<file path="src/rtl/mrac_pkg.sv">
// Shared types and constants for the memory region access checker.
package mrac_pkg;

  localparam int unsigned OwnW = 4;
  localparam logic [OwnW-1:0] NoOwner = 4'd8;

  typedef enum logic [1:0] {
    OP_CHECK       = 2'd0,
    OP_LOAD_REGION = 2'd1,
    OP_LOAD_OWNER  = 2'd2
  } op_e;

  typedef enum logic [1:0] {
    CFG_TASK_COUNT   = 2'd0,
    CFG_APP_COUNT    = 2'd1,
    CFG_REGION_COUNT = 2'd2,
    CFG_TRUSTED_MASK = 2'd3
  } cfg_reg_e;

  typedef enum logic [1:0] {
    ST_IDLE,
    ST_PREP,
    ST_SEARCH
  } state_e;

  // Control part of a check as it walks down the region cells.
  typedef struct packed {
    logic            active;
    logic            hit;
    logic [OwnW-1:0] own;
  } probe_t;

endpackage

</file>
<file path="src/rtl/mrac_cell.sv">
// One region cell: holds a region entry and tests a passing probe against it.
module mrac_cell import mrac_pkg::*; #(
  parameter int unsigned ADDR_WIDTH = 32
) (
  input  logic                  clk_i,
  input  logic                  rst_ni,
  input  logic                  en_i,
  input  logic                  load_i,
  input  logic [ADDR_WIDTH-1:0] ld_start_i,
  input  logic [ADDR_WIDTH-1:0] ld_last_i,
  input  logic                  ld_ok_i,
  input  logic [OwnW-1:0]       ld_app_i,
  input  probe_t                probe_i,
  input  logic [ADDR_WIDTH-1:0] addr_i,
  input  logic [ADDR_WIDTH-1:0] last_i,
  output probe_t                probe_o,
  output logic [ADDR_WIDTH-1:0] addr_o,
  output logic [ADDR_WIDTH-1:0] last_o
);

  logic [ADDR_WIDTH-1:0] start_q, rlast_q;
  logic [OwnW-1:0]       app_q;
  logic                  ok_q;

  probe_t                probe_q;
  logic [ADDR_WIDTH-1:0] addr_q, last_q;
  logic                  fits;

  // ok_q is clear for a zero-size or wrapping region, so it never matches
  always_ff @(posedge clk_i or negedge rst_ni) begin
    if (!rst_ni) begin
      ok_q <= 1'b0;
    end else if (load_i) begin
      ok_q <= ld_ok_i;
    end
  end

  always_ff @(posedge clk_i) begin
    if (load_i) begin
      start_q <= ld_start_i;
      rlast_q <= ld_last_i;
      app_q   <= ld_app_i;
    end
  end

  always_ff @(posedge clk_i or negedge rst_ni) begin
    if (!rst_ni) begin
      probe_q <= '0;
    end else begin
      probe_q <= probe_i;
    end
  end

  always_ff @(posedge clk_i) begin
    addr_q <= addr_i;
    last_q <= last_i;
  end

  assign fits = en_i && ok_q && (app_q == probe_q.own) &&
                (addr_q >= start_q) && (last_q <= rlast_q);

  always_comb begin
    probe_o     = probe_q;
    probe_o.hit = probe_q.hit | (probe_q.active & fits);
  end

  assign addr_o = addr_q;
  assign last_o = last_q;

endmodule

</file>
<file path="src/rtl/memory_region_access_checker_unit.sv">
// Memory region access checker: a check that is not decided early runs once down a row of region cells.
//
// Loads (opcode 1 region entry, opcode 2 task owner) are written when taken and busy
// stays low. A check raises busy through its pre-check state and, if it must walk
// the region cells, through the search; a check that task, arguments, app count, owner
// or trust already decide skips the walk. result_valid_o pulses for one cycle with
// access_granted_o in the first cycle in which busy is low again, and a new transaction
// can start in that same cycle. The walk time is set by the row of NUM_REGIONS cells,
// one cell per cycle, after a registered read of the task owner table and the pre-checks.
// The result strobe cannot be held off by the receiver.
module memory_region_access_checker_unit import mrac_pkg::*; #(
  parameter int unsigned NUM_REGIONS = 16,
  parameter int unsigned NUM_TASKS   = 32,
  parameter int unsigned NUM_APPS    = 8,
  parameter int unsigned ADDR_WIDTH  = 32
) (
  input  logic                  clk_i,
  input  logic                  rst_ni,
  input  logic                  start,
  output logic                  busy,
  input  logic [1:0]            opcode_i,
  input  logic [7:0]            task_id_i,
  input  logic [ADDR_WIDTH-1:0] address_i,
  input  logic [ADDR_WIDTH-1:0] size_i,
  input  logic [4:0]            entry_index_i,
  input  logic [3:0]            owner_app_i,
  output logic                  result_valid_o,
  output logic                  access_granted_o,
  input  logic                  cfg_valid_i,
  output logic                  cfg_ready_o,
  input  logic [1:0]            cfg_index_i,
  input  logic [7:0]            cfg_data_i
);

  localparam int unsigned TaskIdxW = (NUM_TASKS > 1) ? $clog2(NUM_TASKS) : 1;

  // configuration registers
  logic [5:0] task_count_q;
  logic [3:0] app_count_q;
  logic [4:0] region_count_q;
  logic [7:0] trusted_mask_q;

  assign cfg_ready_o = 1'b1;

  always_ff @(posedge clk_i or negedge rst_ni) begin
    if (!rst_ni) begin
      task_count_q   <= '0;
      app_count_q    <= '0;
      region_count_q <= '0;
      trusted_mask_q <= '0;
    end else if (cfg_valid_i) begin
      case (cfg_reg_e'(cfg_index_i))
        CFG_TASK_COUNT:   task_count_q   <= cfg_data_i[5:0];
        CFG_APP_COUNT:    app_count_q    <= cfg_data_i[3:0];
        CFG_REGION_COUNT: region_count_q <= cfg_data_i[4:0];
        CFG_TRUSTED_MASK: trusted_mask_q <= cfg_data_i;
        default: ;
      endcase
    end
  end

  // transaction decode
  logic accept, chk_acc, rgn_acc, own_acc;

  assign accept  = start && !busy;
  assign chk_acc = accept && (op_e'(opcode_i) == OP_CHECK);
  assign rgn_acc = accept && (op_e'(opcode_i) == OP_LOAD_REGION);
  assign own_acc = accept && (op_e'(opcode_i) == OP_LOAD_OWNER);

  // task owner table, entries read as no owner until written
  logic [OwnW-1:0]     owner_mem [NUM_TASKS];
  logic [NUM_TASKS-1:0] owner_vld_q;
  logic [8:0]          widx9;
  logic [TaskIdxW-1:0] widx, ridx;
  logic                widx_ok;
  logic [OwnW-1:0]     mem_rd_q;
  logic                vld_rd_q;

  assign widx9   = 9'(entry_index_i);
  assign widx_ok = widx9 < 9'(NUM_TASKS);
  assign widx    = widx9[TaskIdxW-1:0];
  assign ridx    = task_id_i[TaskIdxW-1:0];

  always_ff @(posedge clk_i) begin
    if (own_acc && widx_ok) begin
      owner_mem[widx] <= owner_app_i;
    end
    if (chk_acc) begin
      mem_rd_q <= owner_mem[ridx];
    end
  end

  always_ff @(posedge clk_i or negedge rst_ni) begin
    if (!rst_ni) begin
      owner_vld_q <= '0;
      vld_rd_q    <= 1'b0;
    end else begin
      if (own_acc && widx_ok) begin
        owner_vld_q[widx] <= 1'b1;
      end
      if (chk_acc) begin
        vld_rd_q <= owner_vld_q[ridx];
      end
    end
  end

  // check operands
  logic [ADDR_WIDTH-1:0] addr_q, size_q;
  logic                  task_ok_q;

  always_ff @(posedge clk_i) begin
    if (chk_acc) begin
      addr_q    <= address_i;
      size_q    <= size_i;
      task_ok_q <= (9'(task_id_i) < 9'(NUM_TASKS)) && (task_id_i < 8'(task_count_q));
    end
  end

  // pre-checks
  logic [OwnW-1:0]       own;
  logic                  own_ok, trusted, zero_arg;
  logic [ADDR_WIDTH:0]   chk_sum;
  logic [ADDR_WIDTH-1:0] chk_last;
  logic                  chk_wrap;
  logic                  need_search, early_grant;

  assign own      = vld_rd_q ? mem_rd_q : NoOwner;
  assign own_ok   = (own < app_count_q) && (6'(own) < 6'(NUM_APPS));
  assign trusted  = !own[3] && trusted_mask_q[own[2:0]];
  assign zero_arg = (addr_q == '0) || (size_q == '0);
  assign chk_sum  = (ADDR_WIDTH+1)'(addr_q) + (ADDR_WIDTH+1)'(size_q - ADDR_WIDTH'(1));
  assign chk_last = chk_sum[ADDR_WIDTH-1:0];
  assign chk_wrap = chk_sum[ADDR_WIDTH];

  always_comb begin
    need_search = 1'b0;
    early_grant = 1'b0;
    if (!task_ok_q || zero_arg) begin
      early_grant = 1'b0;
    end else if (app_count_q == '0) begin
      early_grant = 1'b1;
    end else if (!own_ok) begin
      early_grant = 1'b0;
    end else if (trusted) begin
      early_grant = 1'b1;
    end else if (!chk_wrap) begin
      need_search = 1'b1;
    end
  end

  // region load data: precompute last byte and fit flag once
  logic [ADDR_WIDTH:0]   rgn_sum;
  logic                  rgn_ok;

  assign rgn_sum = (ADDR_WIDTH+1)'(address_i) + (ADDR_WIDTH+1)'(size_i - ADDR_WIDTH'(1));
  assign rgn_ok  = (size_i != '0) && !rgn_sum[ADDR_WIDTH];

  // region cell row
  probe_t                chain_p [NUM_REGIONS+1];
  logic [ADDR_WIDTH-1:0] chain_a [NUM_REGIONS+1];
  logic [ADDR_WIDTH-1:0] chain_l [NUM_REGIONS+1];
  logic                  inject;
  logic [6:0]            rcount;

  assign rcount = 7'(region_count_q);

  always_comb begin
    chain_p[0]        = '0;
    chain_p[0].active = inject;
    chain_p[0].own    = own;
  end
  assign chain_a[0] = addr_q;
  assign chain_l[0] = chk_last;

  for (genvar g = 0; g < NUM_REGIONS; g++) begin : g_cell
    mrac_cell #(
      .ADDR_WIDTH(ADDR_WIDTH)
    ) u_cell (
      .clk_i     (clk_i),
      .rst_ni    (rst_ni),
      .en_i      (7'(g) < rcount),
      .load_i    (rgn_acc && (7'(entry_index_i) == 7'(g))),
      .ld_start_i(address_i),
      .ld_last_i (rgn_sum[ADDR_WIDTH-1:0]),
      .ld_ok_i   (rgn_ok),
      .ld_app_i  (owner_app_i),
      .probe_i   (chain_p[g]),
      .addr_i    (chain_a[g]),
      .last_i    (chain_l[g]),
      .probe_o   (chain_p[g+1]),
      .addr_o    (chain_a[g+1]),
      .last_o    (chain_l[g+1])
    );
  end

  probe_t exit_p;
  assign exit_p = chain_p[NUM_REGIONS];

  // sequencer
  state_e state_q, state_d;
  logic   res_set, res_val;

  always_ff @(posedge clk_i or negedge rst_ni) begin
    if (!rst_ni) begin
      state_q <= ST_IDLE;
    end else begin
      state_q <= state_d;
    end
  end

  always_comb begin
    state_d = state_q;
    case (state_q)
      ST_IDLE:   if (chk_acc) state_d = ST_PREP;
      ST_PREP:   state_d = need_search ? ST_SEARCH : ST_IDLE;
      ST_SEARCH: if (exit_p.active) state_d = ST_IDLE;
      default:   state_d = ST_IDLE;
    endcase
  end

  always_comb begin
    busy    = (state_q != ST_IDLE);
    inject  = 1'b0;
    res_set = 1'b0;
    res_val = 1'b0;
    case (state_q)
      ST_PREP: begin
        inject  = need_search;
        res_set = !need_search;
        res_val = early_grant;
      end
      ST_SEARCH: begin
        res_set = exit_p.active;
        res_val = exit_p.hit;
      end
      default: ;
    endcase
  end

  logic result_valid_q, access_granted_q;

  always_ff @(posedge clk_i or negedge rst_ni) begin
    if (!rst_ni) begin
      result_valid_q <= 1'b0;
    end else begin
      result_valid_q <= res_set;
    end
  end

  always_ff @(posedge clk_i) begin
    if (res_set) begin
      access_granted_q <= res_val;
    end
  end

  assign result_valid_o   = result_valid_q;
  assign access_granted_o = access_granted_q;

  // assertions
  a_result_when_idle: assert property (@(posedge clk_i) disable iff (!rst_ni)
    result_valid_q |-> (state_q == ST_IDLE))
    else $error("result strobe while a check is still running");

  a_check_to_prep: assert property (@(posedge clk_i) disable iff (!rst_ni)
    chk_acc |=> (state_q == ST_PREP))
    else $error("accepted check did not enter pre-check");

  a_exit_in_search: assert property (@(posedge clk_i) disable iff (!rst_ni)
    exit_p.active |-> (state_q == ST_SEARCH))
    else $error("probe left the region cells outside a search");

  a_load_no_result: assert property (@(posedge clk_i) disable iff (!rst_ni)
    (accept && !chk_acc) |=> !result_valid_q)
    else $error("load transaction produced a result");

endmodule
</file>
<file path="config.mk">
export PLATFORM = sky130hd
export DESIGN_NAME = memory_region_access_checker_unit
export DESIGN_NICKNAME = d
export VERILOG_FILES = /design/src/rtl/mrac_pkg.sv /design/src/rtl/mrac_cell.sv /design/src/rtl/memory_region_access_checker_unit.sv
export SDC_FILE = /design/constraint.sdc
export NUM_CORES = 2
export LEC_CHECK = 0
export ABC_AREA = 1
export BUFFER_PORTS_ARGS = -buffer_cell sky130_fd_sc_hd__buf_2
export CAP_MARGIN = 20
export CORE_MARGIN = 3
export CORE_UTILIZATION = 40
export CTS_CLUSTER_DIAMETER = 120
export CTS_CLUSTER_SIZE = 12
export DETAILED_ROUTE_END_ITERATION = 16
export PLACE_DENSITY = 0.51
export SYNTH_ARGS = -nofsm -noshare
export SYNTH_HDL_FRONTEND = slang
export SYNTH_SLANG_ARGS = --single-unit
</file>
<file path="constraint.sdc">
create_clock -name clk_i -period 8.4 [get_ports clk_i]
set_clock_uncertainty 0.05 [all_clocks]
set_input_delay 0.42 -clock clk_i [delete_from_list [all_inputs] [get_ports clk_i]]
set_output_delay 0.42 -clock clk_i [all_outputs]
set_load 0.02 [all_outputs]
</file>
==> results.yml <==
cts:
  cts_max_path_buffers: 3
  clockRootBuffer: "clkbuf_16"
  clkTransAtPathRegs_ns: 0.06
  cts_tree: "yes"
  insertion_delay_ns: 0.87
  postCtsSetupRepairBufs: 0
  cts.sinks: 2480
  h-tree-depth: 4
  cts_buffers: 224
setup_path:
  regToRegEndpoint: "g_cell[0].u_cell.rlast_q[11]"
  r2r-start: "state_q[0]"
  startpoint: "address_i[9]"
  critPathCaptureType: "flip-flop"
  arrival_ns: 4.18
  r2r_slack_ns: 4.85
  worstSetupPathType: "primary input to flip-flop"
  r2r_cells: 7
  crit_path_max_fanout: 18
  required_ns: 8.85
  critPathLaunchType: "primary input"
layout:
  fin_util: 0.454
  final_nets: 10000
  drive_gt1_frac: 0.0573
  stdcell_area_um2: 112000
  synthToLayoutAreaGrowth_pct: 12.8
  final_cell_count_no_fill: 12300
  n_fill_cell: 22600
timing:
  maxSlewHeadroom: 0.239
  hold_viol_final: 0
  finalMaxSlewViolations: 0
  worst_slew_pin_slew_ns: 1.13
  finalSetupViolations: 0
  period_needed_ns: 3.73
  min_period_over_period: 0.444
  rsz0062_at_grt: "false"
  setup_tns_ns: 0
  clock.fmax_ghz: 0.268
logic_synthesis:
  synth_area_leaders: "edfxtp_1, dfxtp_1, ha_1, inv_1, dfrtp_1"
  synth.distinct_cells: 70
  synth_area_leader_cell: "edfxtp_1"
  async_flop_share: 0.0685
  synth.avg_cell_area_um2: 11.9
  synth_fp_nets: 9584
  synthCells: 8324
  yosysSeqAreaShare: 0.639
  ys_ff_latch: 2480
  synth_top_area_frac: 0.390
  syn-cell-area_um2: 99100
  ys_warn_count: 0
  synth_edf_count: 1286
  synth-main-ff-cell: "edfxtp_1"
route:
  antenna_left: 0
  via_per_inst: 4.79
  drt_pass1_iterations: 5
  drt_iter0_drc: 3935
  drt-total-wl_um: 246000
  wire_per_inst_um: 20.0
  vias: 58800
  drc: 0
flow_run:
  cap_violations: 0
floorplanning:
  fp.dieW_um: 504
  rows: 182
  num_io_pins: 101
  initial_core_util: 0.403
  die_h_um: 504
  die_area_um2: 254000
  core-area_um2: 246000
power:
  peakVddDrop_mv: 0.186
  powerDensity_nw_per_um2: 248
  total_leakage_power_nw: 49.4
global_route:
  grt_max_degree: 82
  grt_overflow: 0
  grt_pass1_wl_um: 368000
  first_global_vias: 59500
  antenna_found_initial: 7
  grt_util_all_layers: 0.193
place:
  dpl.cell_count: 11800
  place_hpwl_um: 186000
  placed_cell_area_um2: 104000
  portBuffers: 99
  place.gp.congestion: 0.882
status:
  status: "finished clean"
worst_hold_path:
  hold_class: "primary input to async pin"
-- cells in the final DEF, fill, tap and decap left out, drive strengths merged, types with 11 or more instances in the layout --
cell type and count:
dfrtp 170, o21ai 351, nor2 379, or2 35, a21oi 612, clkbuf 411
o211ai 48, dfxtp 1024, nand2 877, dlygate4sd3 81, o22ai 25, nand3 165
nand4 127, nor3 68, o21bai 11, xor2 57, a31oi 20, edfxtp 1286
o21a 31, inv 1641, nor4 52, a21o 18, buf 184, ha 1161
o221ai 30, xnor2 32
-- sequential cells by signal, indices dropped and copies added, names as in the netlist --
register / cells
g_cell.u_cell.addr_o: 512
g_cell.u_cell.last_o: 512
g_cell.u_cell.rlast_q: 512
g_cell.u_cell.start_q: 512
owner_mem: 128
g_cell.u_cell.probe_o: 80
g_cell.u_cell.app_q: 64
addr_q: 32
owner_vld_q: 32
size_q: 32
g_cell.u_cell.ok_q: 16
g_cell.u_cell.probe_q: 15
trusted_mask_q: 8
task_count_q: 6
region_count_q: 5
app_count_q: 4
mem_rd_q: 4
state_q: 2
access_granted_o: 1
result_valid_o: 1
task_ok_q: 1
vld_rd_q: 1
-- routing by layer --
| layer | GRT usage | up-vias | share of wire |
|---|---|---|---|
| li1 | - | 29100 | - |
| met1 | 0.264 | 28400 | 0.47 |
| met2 | 0.318 | 1060 | 0.46 |
| met3 | 0.0262 | 321 | 0.040 |
| met4 | 0.0574 | 0 | 0.029 |
| met5 | 0 | - | 0 |
-- cell type report --
type / instances / area, um^2 / share of cell area
flip-flops and latches: 2480 / 63400 / 0.566
multi-input cells: 4165 / 29600 / 0.265
clock buffers: 409 / 6380 / 0.0571
inverters: 1638 / 6150 / 0.0550
well taps: 3312 / 4140 / 0.0370
repair buffers: 267 / 1970 / 0.0176
clock inverters: 11 / 248 / 0.00221
diodes: 3 / 7.51 / 0.0000671
-- timing repair --
item / 4_1_cts / 5_1_grt
hold buffers: 81 / 0
gates resized for setup: 0 / 0
endpoints found under the hold margin: 494 / 0
-- critical path, cell delays in order --
cell           delay (ns)
dlygate4sd3_1        0.53
buf_2                0.45
inv_1                0.10
ha_1                 0.30
inv_1                0.04
ha_1                 0.35
nand2_1              0.15
nor2_1               0.19
nand3_1              0.10
nand3_1              0.14
nand2_1              0.07
nand2_1              0.23
nand2_1              0.09
nand2_1              0.11
a21oi_1              0.11
xnor2_2              0.77
-- cells in the mapped netlist (3+ instances only) --
master and number:
a211oi_1 4, a21boi_0 4, a21boi_1 3, a21o_1 17, a21oi_1 609, a221oi_1 8
a31oi_1 20, a32oi_1 3, and3_1 6, buf_2 13, clkbuf_1 21, dfrtp_1 170
dfxtp_1 1024, edfxtp_1 1286, ha_1 1161, inv_1 1631, inv_2 7, nand2_1 869
nand2_2 4, nand2_4 4, nand3_1 164, nand3b_1 3, nand4_1 127, nor2_1 376
nor2_2 3, nor3_1 66, nor3b_1 4, nor4_1 50, o2111ai_1 3, o211ai_1 47
o21a_1 31, o21ai_0 329, o21ai_1 21, o21bai_1 9, o221ai_1 30, o22ai_1 25
o311ai_0 10, or2_1 11, or2_2 24, xnor2_1 32, xor2_1 57
-- cells by family (layout without fill, tap and decap cells) --
kind of cell	after synthesis	after routing	synth area share
flip-flops	2480	2480	0.639
AND/OR/NAND/NOR	1720	1720	0.0750
buffers and inverters	1679	2325	0.0642
AO/OA/AOI/OAI	1190	1190	0.0665
adder cells (fa/ha/maj)	1163	1163	0.147
XOR/XNOR	89	89	0.00786
multiplexers	2	2	0.000227
other	1	4	0.0000378
-- report_power, final --
group,switching (W),internal (W)
logic,0.00228,0.00120
clock network,0.00438,0.00513
registers,0.000643,0.0141
-- metrics by stage --
| step | hold WS, ns | worst slack [ns] | power [W] |
|---|---|---|---|
| floorplan | 0.0744 | 1.85 | 0.0168 |
| global placement | 0.289 | 4.28 | 0.0184 |
| detailed placement | 0.292 | 4.25 | 0.0185 |
| CTS | 0.00147 | 4.67 | 0.0281 |
| global route | 0.0109 | 4.41 | 0.0292 |
| finish | 0.0674 | 4.67 | 0.0277 |
-- how the worst max path moves through the flow --
stage                                          to  slack [ns]  cells after the start
floorplan                              state_q[0]        1.85                      6
global placement    g_cell[15].u_cell.rlast_q[26]        4.28                     15
detailed placement  g_cell[15].u_cell.rlast_q[26]        4.25                     15
CTS                  g_cell[8].u_cell.rlast_q[23]        4.67                     15
global route        g_cell[14].u_cell.rlast_q[26]        4.41                     16
finish              g_cell[14].u_cell.rlast_q[26]        4.67                     16
(Power assumes the default switching activity.)
